--- config.mk ---
export PLATFORM = sky130hd
export DESIGN_NAME = i8mm_ctrl
export DESIGN_NICKNAME = d
export VERILOG_FILES = /design/src/hw/rtl/i8mm_pkg.sv /design/src/hw/rtl/i8mm_ctrl.sv
export SDC_FILE = /design/constraint.sdc
export NUM_CORES = 1
export LEC_CHECK = 0
export ABC_CLOCK_PERIOD_IN_PS = 2900
export CAP_MARGIN = 20
export CORE_ASPECT_RATIO = 0.6
export CORE_MARGIN = 8
export CORE_UTILIZATION = 40
export CTS_CLUSTER_DIAMETER = 40
export DETAILED_ROUTE_END_ITERATION = 8
export DONT_BUFFER_PORTS = 1
export PLACE_DENSITY_LB_ADDON = 0.3
export SLEW_MARGIN = 20
export SYNTH_ARGS = -nofsm -noshare
export SYNTH_HDL_FRONTEND = slang
export SYNTH_SLANG_ARGS = --single-unit
export TNS_END_PERCENT = 1
--- constraint.sdc ---
create_clock -name clk -period 2.9 [get_ports clk]
set_input_delay 0.58 -clock clk [delete_from_list [all_inputs] [get_ports clk]]
set_output_delay 0.58 -clock clk [all_outputs]
set_load 0.01 [all_outputs]
--- src/hw/rtl/i8mm_pkg.sv ---
`timescale 1ns / 1ps
// ----------------------------------------------------------------------------
// i8mm_pkg: shared constants and types for the int8 matrix multiply block
// Sizes, field widths, operation and register codes, controller/datapath
// command and status structs.
// ----------------------------------------------------------------------------
package i8mm_pkg;

    // Tile storage limits
    localparam int MAX_ROWS  = 16;
    localparam int MAX_COLS  = 16;
    localparam int MAX_DEPTH = 64;

    // Field widths
    localparam int OP_W    = 2;
    localparam int IDX_W   = 6;
    localparam int ELEM_W  = 8;
    localparam int SUM_W   = 22;
    localparam int CFG_IDX_W = 2;
    localparam int CFG_W   = 7;
    localparam int ROWS_W  = 5;
    localparam int COLS_W  = 5;
    localparam int DEPTH_W = 7;

    // Derived sizes
    localparam int A_DEPTH = MAX_ROWS * MAX_DEPTH;
    localparam int B_DEPTH = MAX_DEPTH * MAX_COLS;
    localparam int A_AW    = (A_DEPTH > 1) ? $clog2(A_DEPTH) : 1;
    localparam int B_AW    = (B_DEPTH > 1) ? $clog2(B_DEPTH) : 1;
    localparam int DEP_AW  = (MAX_DEPTH > 1) ? $clog2(MAX_DEPTH) : 1;
    localparam int CNT_W   = $clog2(MAX_DEPTH + 1);
    localparam int ACC_RAW = 2 * ELEM_W + 1 + $clog2(MAX_DEPTH + 1);
    localparam int ACC_W   = (ACC_RAW < SUM_W + 2) ? SUM_W + 2 : ACC_RAW;

    // Operation codes
    localparam logic [OP_W-1:0] OP_WRITE_A = 2'd0;
    localparam logic [OP_W-1:0] OP_WRITE_B = 2'd1;
    localparam logic [OP_W-1:0] OP_COMPUTE = 2'd2;

    // Configuration register indexes
    localparam logic [CFG_IDX_W-1:0] REG_ROWS  = 2'd0;
    localparam logic [CFG_IDX_W-1:0] REG_COLS  = 2'd1;
    localparam logic [CFG_IDX_W-1:0] REG_DEPTH = 2'd2;

    typedef struct packed {
        logic              wr_a;
        logic              wr_b;
        logic              capture;
        logic              err;
        logic              clear_acc;
        logic              rd_en;
        logic [DEP_AW-1:0] k;
        logic              load_out;
    } cmd_t;

    typedef struct packed {
        logic pipe_busy;
        logic out_free;
    } stat_t;

endpackage

--- src/hw/rtl/i8mm_ctrl.sv ---
`timescale 1ns / 1ps
// ----------------------------------------------------------------------------
// i8mm_ctrl: controller for the int8 matrix multiply block
// Holds the size registers, decodes input transfers and sequences the
// inner-depth walk of each compute item.
// ----------------------------------------------------------------------------
module i8mm_ctrl (
    input  logic                            clk,
    input  logic                            rst_n,
    input  logic                            in_valid,
    output logic                            in_stall,
    input  logic [i8mm_pkg::OP_W-1:0]       operation,
    input  logic [i8mm_pkg::IDX_W-1:0]      row_index,
    input  logic [i8mm_pkg::IDX_W-1:0]      col_index,
    input  logic                            cfg_valid,
    output logic                            cfg_ready,
    input  logic [i8mm_pkg::CFG_IDX_W-1:0]  cfg_index,
    input  logic [i8mm_pkg::CFG_W-1:0]      cfg_data,
    input  i8mm_pkg::stat_t                 stat,
    output i8mm_pkg::cmd_t                  cmd
);
    import i8mm_pkg::*;

    localparam logic [1:0] S_IDLE  = 2'd0;
    localparam logic [1:0] S_RUN   = 2'd1;
    localparam logic [1:0] S_DRAIN = 2'd2;
    localparam logic [1:0] S_DONE  = 2'd3;

    logic [1:0]         state_reg;
    logic [1:0]         state_next;
    logic [CNT_W-1:0]   k_reg;
    logic [CNT_W-1:0]   k_next;
    logic [ROWS_W-1:0]  rows_reg;
    logic [COLS_W-1:0]  cols_reg;
    logic [DEPTH_W-1:0] depth_reg;

    logic [7:0]         rows_lim;
    logic [7:0]         cols_lim;
    logic [9:0]         depth_lim;
    logic [CNT_W-1:0]   k_last;
    logic               size_err;

    assign cfg_ready = 1'b1;
    assign in_stall  = (state_reg != S_IDLE);

    // Registers above the storage limits act as the limit
    assign rows_lim  = (8'(rows_reg) > 8'(MAX_ROWS)) ? 8'(MAX_ROWS) : 8'(rows_reg);
    assign cols_lim  = (8'(cols_reg) > 8'(MAX_COLS)) ? 8'(MAX_COLS) : 8'(cols_reg);
    assign depth_lim = (10'(depth_reg) > 10'(MAX_DEPTH)) ? 10'(MAX_DEPTH)
                                                         : 10'(depth_reg);
    assign k_last    = CNT_W'(depth_lim - 10'd1);
    assign size_err  = (8'(row_index) >= rows_lim) || (8'(col_index) >= cols_lim);

    always_ff @(posedge clk or negedge rst_n)
    begin
        if (!rst_n)
        begin
            rows_reg  <= ROWS_W'(16);
            cols_reg  <= COLS_W'(16);
            depth_reg <= DEPTH_W'(64);
        end
        else if (cfg_valid && cfg_ready)
        begin
            unique case (cfg_index)
                REG_ROWS:  rows_reg  <= cfg_data[ROWS_W-1:0];
                REG_COLS:  cols_reg  <= cfg_data[COLS_W-1:0];
                REG_DEPTH: depth_reg <= cfg_data[DEPTH_W-1:0];
                default:   ;
            endcase
        end
    end

    always_comb
    begin
        state_next = state_reg;
        k_next     = k_reg;
        cmd        = '0;
        cmd.k      = k_reg[DEP_AW-1:0];
        unique case (state_reg)
            S_IDLE:
            begin
                if (in_valid)
                begin
                    unique case (operation)
                        OP_WRITE_A: cmd.wr_a = 1'b1;
                        OP_WRITE_B: cmd.wr_b = 1'b1;
                        OP_COMPUTE:
                        begin
                            cmd.capture   = 1'b1;
                            cmd.clear_acc = 1'b1;
                            cmd.err       = size_err;
                            k_next        = '0;
                            // error or zero depth: nothing to walk
                            if (size_err || (depth_lim == 10'd0))
                                state_next = S_DONE;
                            else
                                state_next = S_RUN;
                        end
                        default: ;
                    endcase
                end
            end
            S_RUN:
            begin
                cmd.rd_en = 1'b1;
                if (k_reg == k_last)
                    state_next = S_DRAIN;
                else
                    k_next = k_reg + CNT_W'(1);
            end
            S_DRAIN:
            begin
                if (!stat.pipe_busy)
                    state_next = S_DONE;
            end
            S_DONE:
            begin
                if (stat.out_free)
                begin
                    cmd.load_out = 1'b1;
                    state_next   = S_IDLE;
                end
            end
            default: state_next = S_IDLE;
        endcase
    end

    always_ff @(posedge clk or negedge rst_n)
    begin
        if (!rst_n)
        begin
            state_reg <= S_IDLE;
            k_reg     <= '0;
        end
        else
        begin
            state_reg <= state_next;
            k_reg     <= k_next;
        end
    end

endmodule

==> metrics, run 1 <==
DRC viols 0; CTS tree done; Setup crit start kind flip-flop; final worst slack approximately 0.14 ns; largest net degree at the start of global routing 24; number of vias per cell 5.322; critical path type flip-flop to output pin; CP max stage cell dfstp_2; WP data required 2.32 ns; cell taking the most area after synthesis dfrtp_1; mux share of post-synthesis cell area 0.1196; Yosys warning count 0; Synth area leaders dfrtp_1 (30%), ha_1 (11%), mux2_2 (9.5%); initial antenna violation count 0; largest family of logic cells by synthesized area simple AND/OR/NAND/NOR gates; gr usage total 0.1160; register area share after synthesis 0.3457; Syn-to-layout area delta 7.931%; Reg clk slew, reported paths ~0.09 ns; Synth Flop Type dfrtp_1; Finished Cell Area between 0.002 and 0.0025 mm²; via count 1373; mapped cell area 0.001893 mm²; Hold Slack 0.09847 ns; Register Area 654.4 µm²; power per cell area 759.0 mW/mm²; Yosys cell types 47; Detailed Place HPWL 3344 µm; Final Power 0.001551 W; Post-DRT Antenna Nets 0; Final nets 242; commonest non-fill, non-tap cell in the layout dfrtp_1; filler cell count 461; initial core utilization 0.4147; Slew Limit Fails 0; # rows 19; ant diodes 0; Die Area 0.007263 mm²; clk_skew a little under 0.004 ns; grt ovf 0; #FFs+latches synth 26; average size of a mapped cell 9.809 µm²; Post-synth EDFFs 0; Final setup viols 0; crit path launch rows_reg[4]$_DFFE_PN1P_; compound-cell area share of the yosys netlist 0.1328; Post-Synthesis Cells 193; Worst-Skew Late Latency 0.28 ns; core region area 0.004564 mm²; RePlAce Congestion 0.7922; period utilization 0.9506; Pre-Repair DR Iteration Count 4; CP Cell Sequence inv_1, nand2_1, ha_1, a21boi_0, o21ai_1, a21oi_1, a2111oi_2, buf_4, nor2_1; FF-to-FF Start depth_reg[6]$_DFFE_PN1P_; global-route wire length before repair 6941 µm; Arr. time, crit path 2.18 ns; 1st-iter DRT viols 41; Die Span Y between 60 and 70 µm; CTS sink cnt 26; RSZ-0062 raised after global routing yes; fmax around 360 MHz; Max H-tree Level 1; post-synth top area share 0.3040; max_cap viols 0; commonest cells after routing, fill and taps aside dfrtp_1 (23), ha_1 (17), mux2_2 (16); clock buffer depth 2; Synthesized Nets 239; cell leakage power 0.9079 nW; Crit path buffers/inverters 2; fin crit period around 2.8 ns; num ports 44; Routed WL about 4200 µm; post-place setup slack about 0.13 ns; layout cells sized above 1 0.2103; FFs w/ async S/R, synth 1.000; total CTS buffers 3; XOR/XNOR Fraction of Synth Area 0.03239; vias in the first global route 1293; crit-path max cell delay 0.54 ns; Top Family by Delay on Critical Path compound AO/OA/AOI/OAI gates; Root Buffer clkbuf_8; Synth Area in Simple Gates 0.1884; CP Max Fanout 5; final hold vios 0; Peak VDD IR 0.2636 mV; port buffer count 0; Worst setup EP type output pin; area of the multi-input gates 0.001122 mm²; Post-DP Area 0.001928 mm²; Adder-Cell Fraction of Synth Area 0.1124; drt wl/cell approximately 16 µm; outcome finished, final reports clean; Hold/Removal Path Class primary input to asynchronous set/reset pin; die width 104.8 µm
## per-layer routing
metal  part of all wire  vias to the layer above  track usage  wire, µm
met4              0.012                        0      0.02830        50
li1                   -                      684            -         -
met3              0.082                        6      0.04824       347
met5                  0                        -            0         0
met1               0.55                      649       0.1711      2302
met2               0.36                       34       0.1469      1509
## path summary, 6_finish.rpt
kind / slack [ns] / depth (start not counted) / to
min: 0.1 / 1 / k_reg[2]$_DFFE_PN0P_
max in group asynchronous: 2.65 / 1 / depth_reg[1]$_DFFE_PN0P_
min in group clk: 0.40 / 2 / rows_reg[4]$_DFFE_PN1P_
max reg2reg: 0.21 / 9 / k_reg[0]$_DFFE_PN0P_
min reg2reg: 0.52 / 1 / rows_reg[1]$_DFFE_PN0P_
max: 0.14 / 9 / cmd[9]
## cell usage after synthesis, types with 3 or more instances
master and number:
buf_4 8, dfstp_2 3, o211ai_1 4, a21oi_1 9
ha_1 17, nand3_1 5, inv_1 14, dfrtp_1 23
xor2_1 4, nand2_1 15, nor2_1 11, mux2_2 16
a31oi_1 3, nand2b_1 3, nor3b_1 3, xnor2_1 3
o21ai_0 5, nor2b_1 8
## report_power, final
group          total (W)  internal (W)  switching (W)
Clock           0.000243      0.000122       0.000121
Combinational   0.000708      0.000333       0.000375
Sequential      0.000600      0.000464       0.000135
Total            0.00155      0.000919       0.000632
## layout make-up
class,count,area share
sequential,26,0.3203
tap,63,0.03858
inverter,14,0.02572
clock buffer,4,0.02694
multi-input combinational,142,0.5493
timing repair buffer,9,0.03919
## stage by stage
| step | instances | TNS, ns | util |
|---|---|---|---|
| after global routing | 258 | -0.02295 | 0.4476 |
| after detailed placement | 249 | 0 | 0.4224 |
| final | 258 | 0 | 0.4476 |
| after CTS | 254 | 0 | 0.4391 |
| after floorplan | 193 | 0 | - |
| after global placement | 249 | 0 | 0.4224 |
## logic make-up (layout without fill, tap and decap cells)
logic type      Yosys count  count (layout)
mux                      20              20
fa+ha+maj                17              17
flops                    26              26
simple gates             63              63
compound gates           34              34
xor+xnor                  7               7
other cells               1               1
buf+inv                  25              27
## repair_timing
| action | 4_1_cts | 5_1_grt |
|---|---|---|
| endpoints found under the hold margin | 23 | 0 |
| setup endpoints to repair | 1 | 5 |
| buffers inserted | 0 | 4 |
| hold buffers | 1 | 0 |
| gates resized for setup | 2 | 2 |
| pin swaps | 0 | 1 |
Power figures use the tool's default switching activity.
==> inputs of run 2 (changes only) <==
Settings changed: ABC_AREA set to 1.
==> run 2 against run 1 <==
Clock skew is 0.0016 ns lower; die area is 2.4% higher; fmax is 2.5% lower; via count is 19% higher; sequential share of layout area is 1.1 points lower; worst hold slack better by 0.0022 ns.
==> metrics, run 2 <==
Slew Limit Fails 0; clock buffer depth 2; global-route track usage on met2 0.1630; Worst-Skew Late Latency 0.28 ns; power per cell area 639.8 mW/mm²; initial core utilization 0.4208; 1st-iter DRT viols 90; layout cells sized above 1 0.1111; cell leakage power between 1 and 1.5 nW; commonest cells in the netlist nand2_1 (71), inv_1 (36), nand3_1 (24); FF-to-FF End k_reg[3]$_DFFE_PN0P_; #FFs+latches synth 26; Max H-tree Level 1; gr usage total 0.1262; global-route wire length before repair around 7600 µm; Finished Core Util 0.4572; Synth Flop Type dfrtp_1; Root Buffer clkbuf_8; RSZ-0062 raised after global routing yes; via count 1628; largest net degree at the start of global routing 24; drt wl/cell 14.37 µm; Final setup viols 0; ant diodes 0; FF-to-FF Start depth_reg[2]$_DFFE_PN0P_; post-synth top area share 0.2951; num ports between 40 and 50; # rows 19; Detailed Place HPWL about 3500 µm; filler cell count 486; Setup crit start kind flip-flop; commonest non-fill, non-tap cell in the layout nand2_1; total CTS buffers 3; CTS sink cnt 26; Final nets a little over 300; period utilization 0.9746; Least-Margin Pin Slew 0.5442 ns; Synth area leaders dfrtp_1 (30%), nand2_1 (14%), ha_1 (11%); die width around 110 µm; clk_skew 0.002339 ns; cell taking the most area after synthesis dfrtp_1; Yosys warning count 0; Post-synth EDFFs 0; Synthesized Nets between 300 and 400; grt met1 use 0.1907; crit path launch rows_reg[3]$_DFFE_PN0P_; Pre-Repair DR Iteration Count 4; RePlAce Congestion 0.8142; Arr. time, crit path 2.25 ns; outcome finished, final reports clean; Hold/Removal Path Class primary input to asynchronous set/reset pin; number of vias per cell between 5 and 6; register area share after synthesis 0.3355; CTS tree done; fmax 353.8 MHz; mapped cell area 0.001951 mm²; most common cell in the netlist nand2_1; Reg clk slew, reported paths 0.09 ns; fin crit period 2.826 ns; final hold vios 0; DRC viols 0; average size of a mapped cell 7.389 µm²; Routed WL 4656 µm; Peak VDD IR ~0.22 mV; FFs w/ async S/R, synth 1.000; initial antenna violation count 0; Syn-to-layout area delta 8.659%; max_cap viols 0; port buffer count 0; M3 GR Usage 0.04396; reg2reg setup slack approximately 0.56 ns; Post-Synthesis Cells 264; most crowded layer after global routing met1; Post-DRT Antenna Nets 0; grt ovf 0; Max-Slew Margin vs Limit 0.6338; reg2reg path depth 16; CP Max Fanout 3; core region area 0.004636 mm²; commonest cells after routing, fill and taps aside nand2_1 (71), inv_1 (36), nand3_1 (24); Die Area 0.007440 mm²; Yosys cell types 35; critical path type flip-flop to output pin; Hold Slack 0.1007 ns; Worst setup EP type output pin; WP data required 2.32 ns; Die Span Y between 70 and 80 µm; vias in the first global route about 1500
-- run 2: cell type report --
class | instances | area [µm²] | area share
clock buffers | 4 | 45.04 | 0.02125
repair buffers | 2 | 27.53 | 0.01299
well taps | 63 | 78.83 | 0.03719
flip-flops and latches | 26 | 655.6 | 0.3093
multi-input cells | 191 | 1170 | 0.5519
inverters | 38 | 142.6 | 0.06730
-- run 2: how the worst max path moves through the flow --
stage                     slack (ns)     end
after global placement          0.27  cmd[9]
after CTS                       0.03  cmd[9]
after floorplan                 0.40  cmd[9]
final                           0.07  cmd[9]
after global routing           -0.04  cmd[9]
after detailed placement        0.20  cmd[9]
-- run 2: through the flow --
stage | instances | worst slack, ns | area (µm²) | total power [W] | setup TNS (ns)
final | 324 | 0.07371 | 2120 | 0.001356 | 0
after global routing | 324 | -0.03594 | 2120 | 0.001497 | -0.03594
after CTS | 323 | 0.02792 | 2057 | 0.001341 | 0
after detailed placement | 318 | 0.1961 | 1966 | 0.001093 | 0
after global placement | 318 | 0.2674 | 1966 | 0.001089 | 0
after floorplan | 264 | 0.3972 | 1951 | 0.0009827 | 0
-- run 2: cell families (layout without fill, tap and decap cells) --
| family | Yosys count | in the layout | share of synthesized area |
|---|---|---|---|
| compound gates | 30 | 30 | 0.09428 |
| xor+xnor | 5 | 5 | 0.02245 |
| fa+ha+maj | 17 | 17 | 0.1090 |
| buf+inv | 47 | 44 | 0.1058 |
| flops | 26 | 26 | 0.3355 |
| mux | 1 | 1 | 0.005773 |
| other cells | 1 | 1 | 0.001922 |
| simple gates | 137 | 137 | 0.3252 |
-- run 2: timing repair --
item / 4_1_cts / 5_1_grt
hold buffers: 1 / 0
endpoints found under the setup margin: 1 / 1
pin swaps: 0 / 7
resized for setup: 3 / 8
setup buffers: 0 / 1
endpoints found under the hold margin: 23 / 0
-- run 2: critical path, cell delays in order, from the launching register on --
cell and delay [ns]:
dfrtp_1 0.44, o41ai_4 0.40, nand2_1 0.14, ha_4 0.23, a21o_1 0.20, a211oi_2 0.18
nand3_1 0.13, nor2_2 0.17, nor3_2 0.08
-- run 2: routing by layer --
layer / vias to the layer above / wire length [µm]
li1: 845 / -
met1: 735 / 2566
met2: 43 / 1675
met3: 5 / 387
met4: 0 / 26
met5: - / 0
-- run 2: power breakdown --
group          internal [W]  switching (W)  leakage (nW)  total (W)
Clock             0.0000988       0.000122        0.0228   0.000220
Sequential         0.000432      0.0000986         0.325   0.000531
Combinational      0.000217       0.000387         0.716   0.000605
Total              0.000748       0.000608          1.06    0.00136
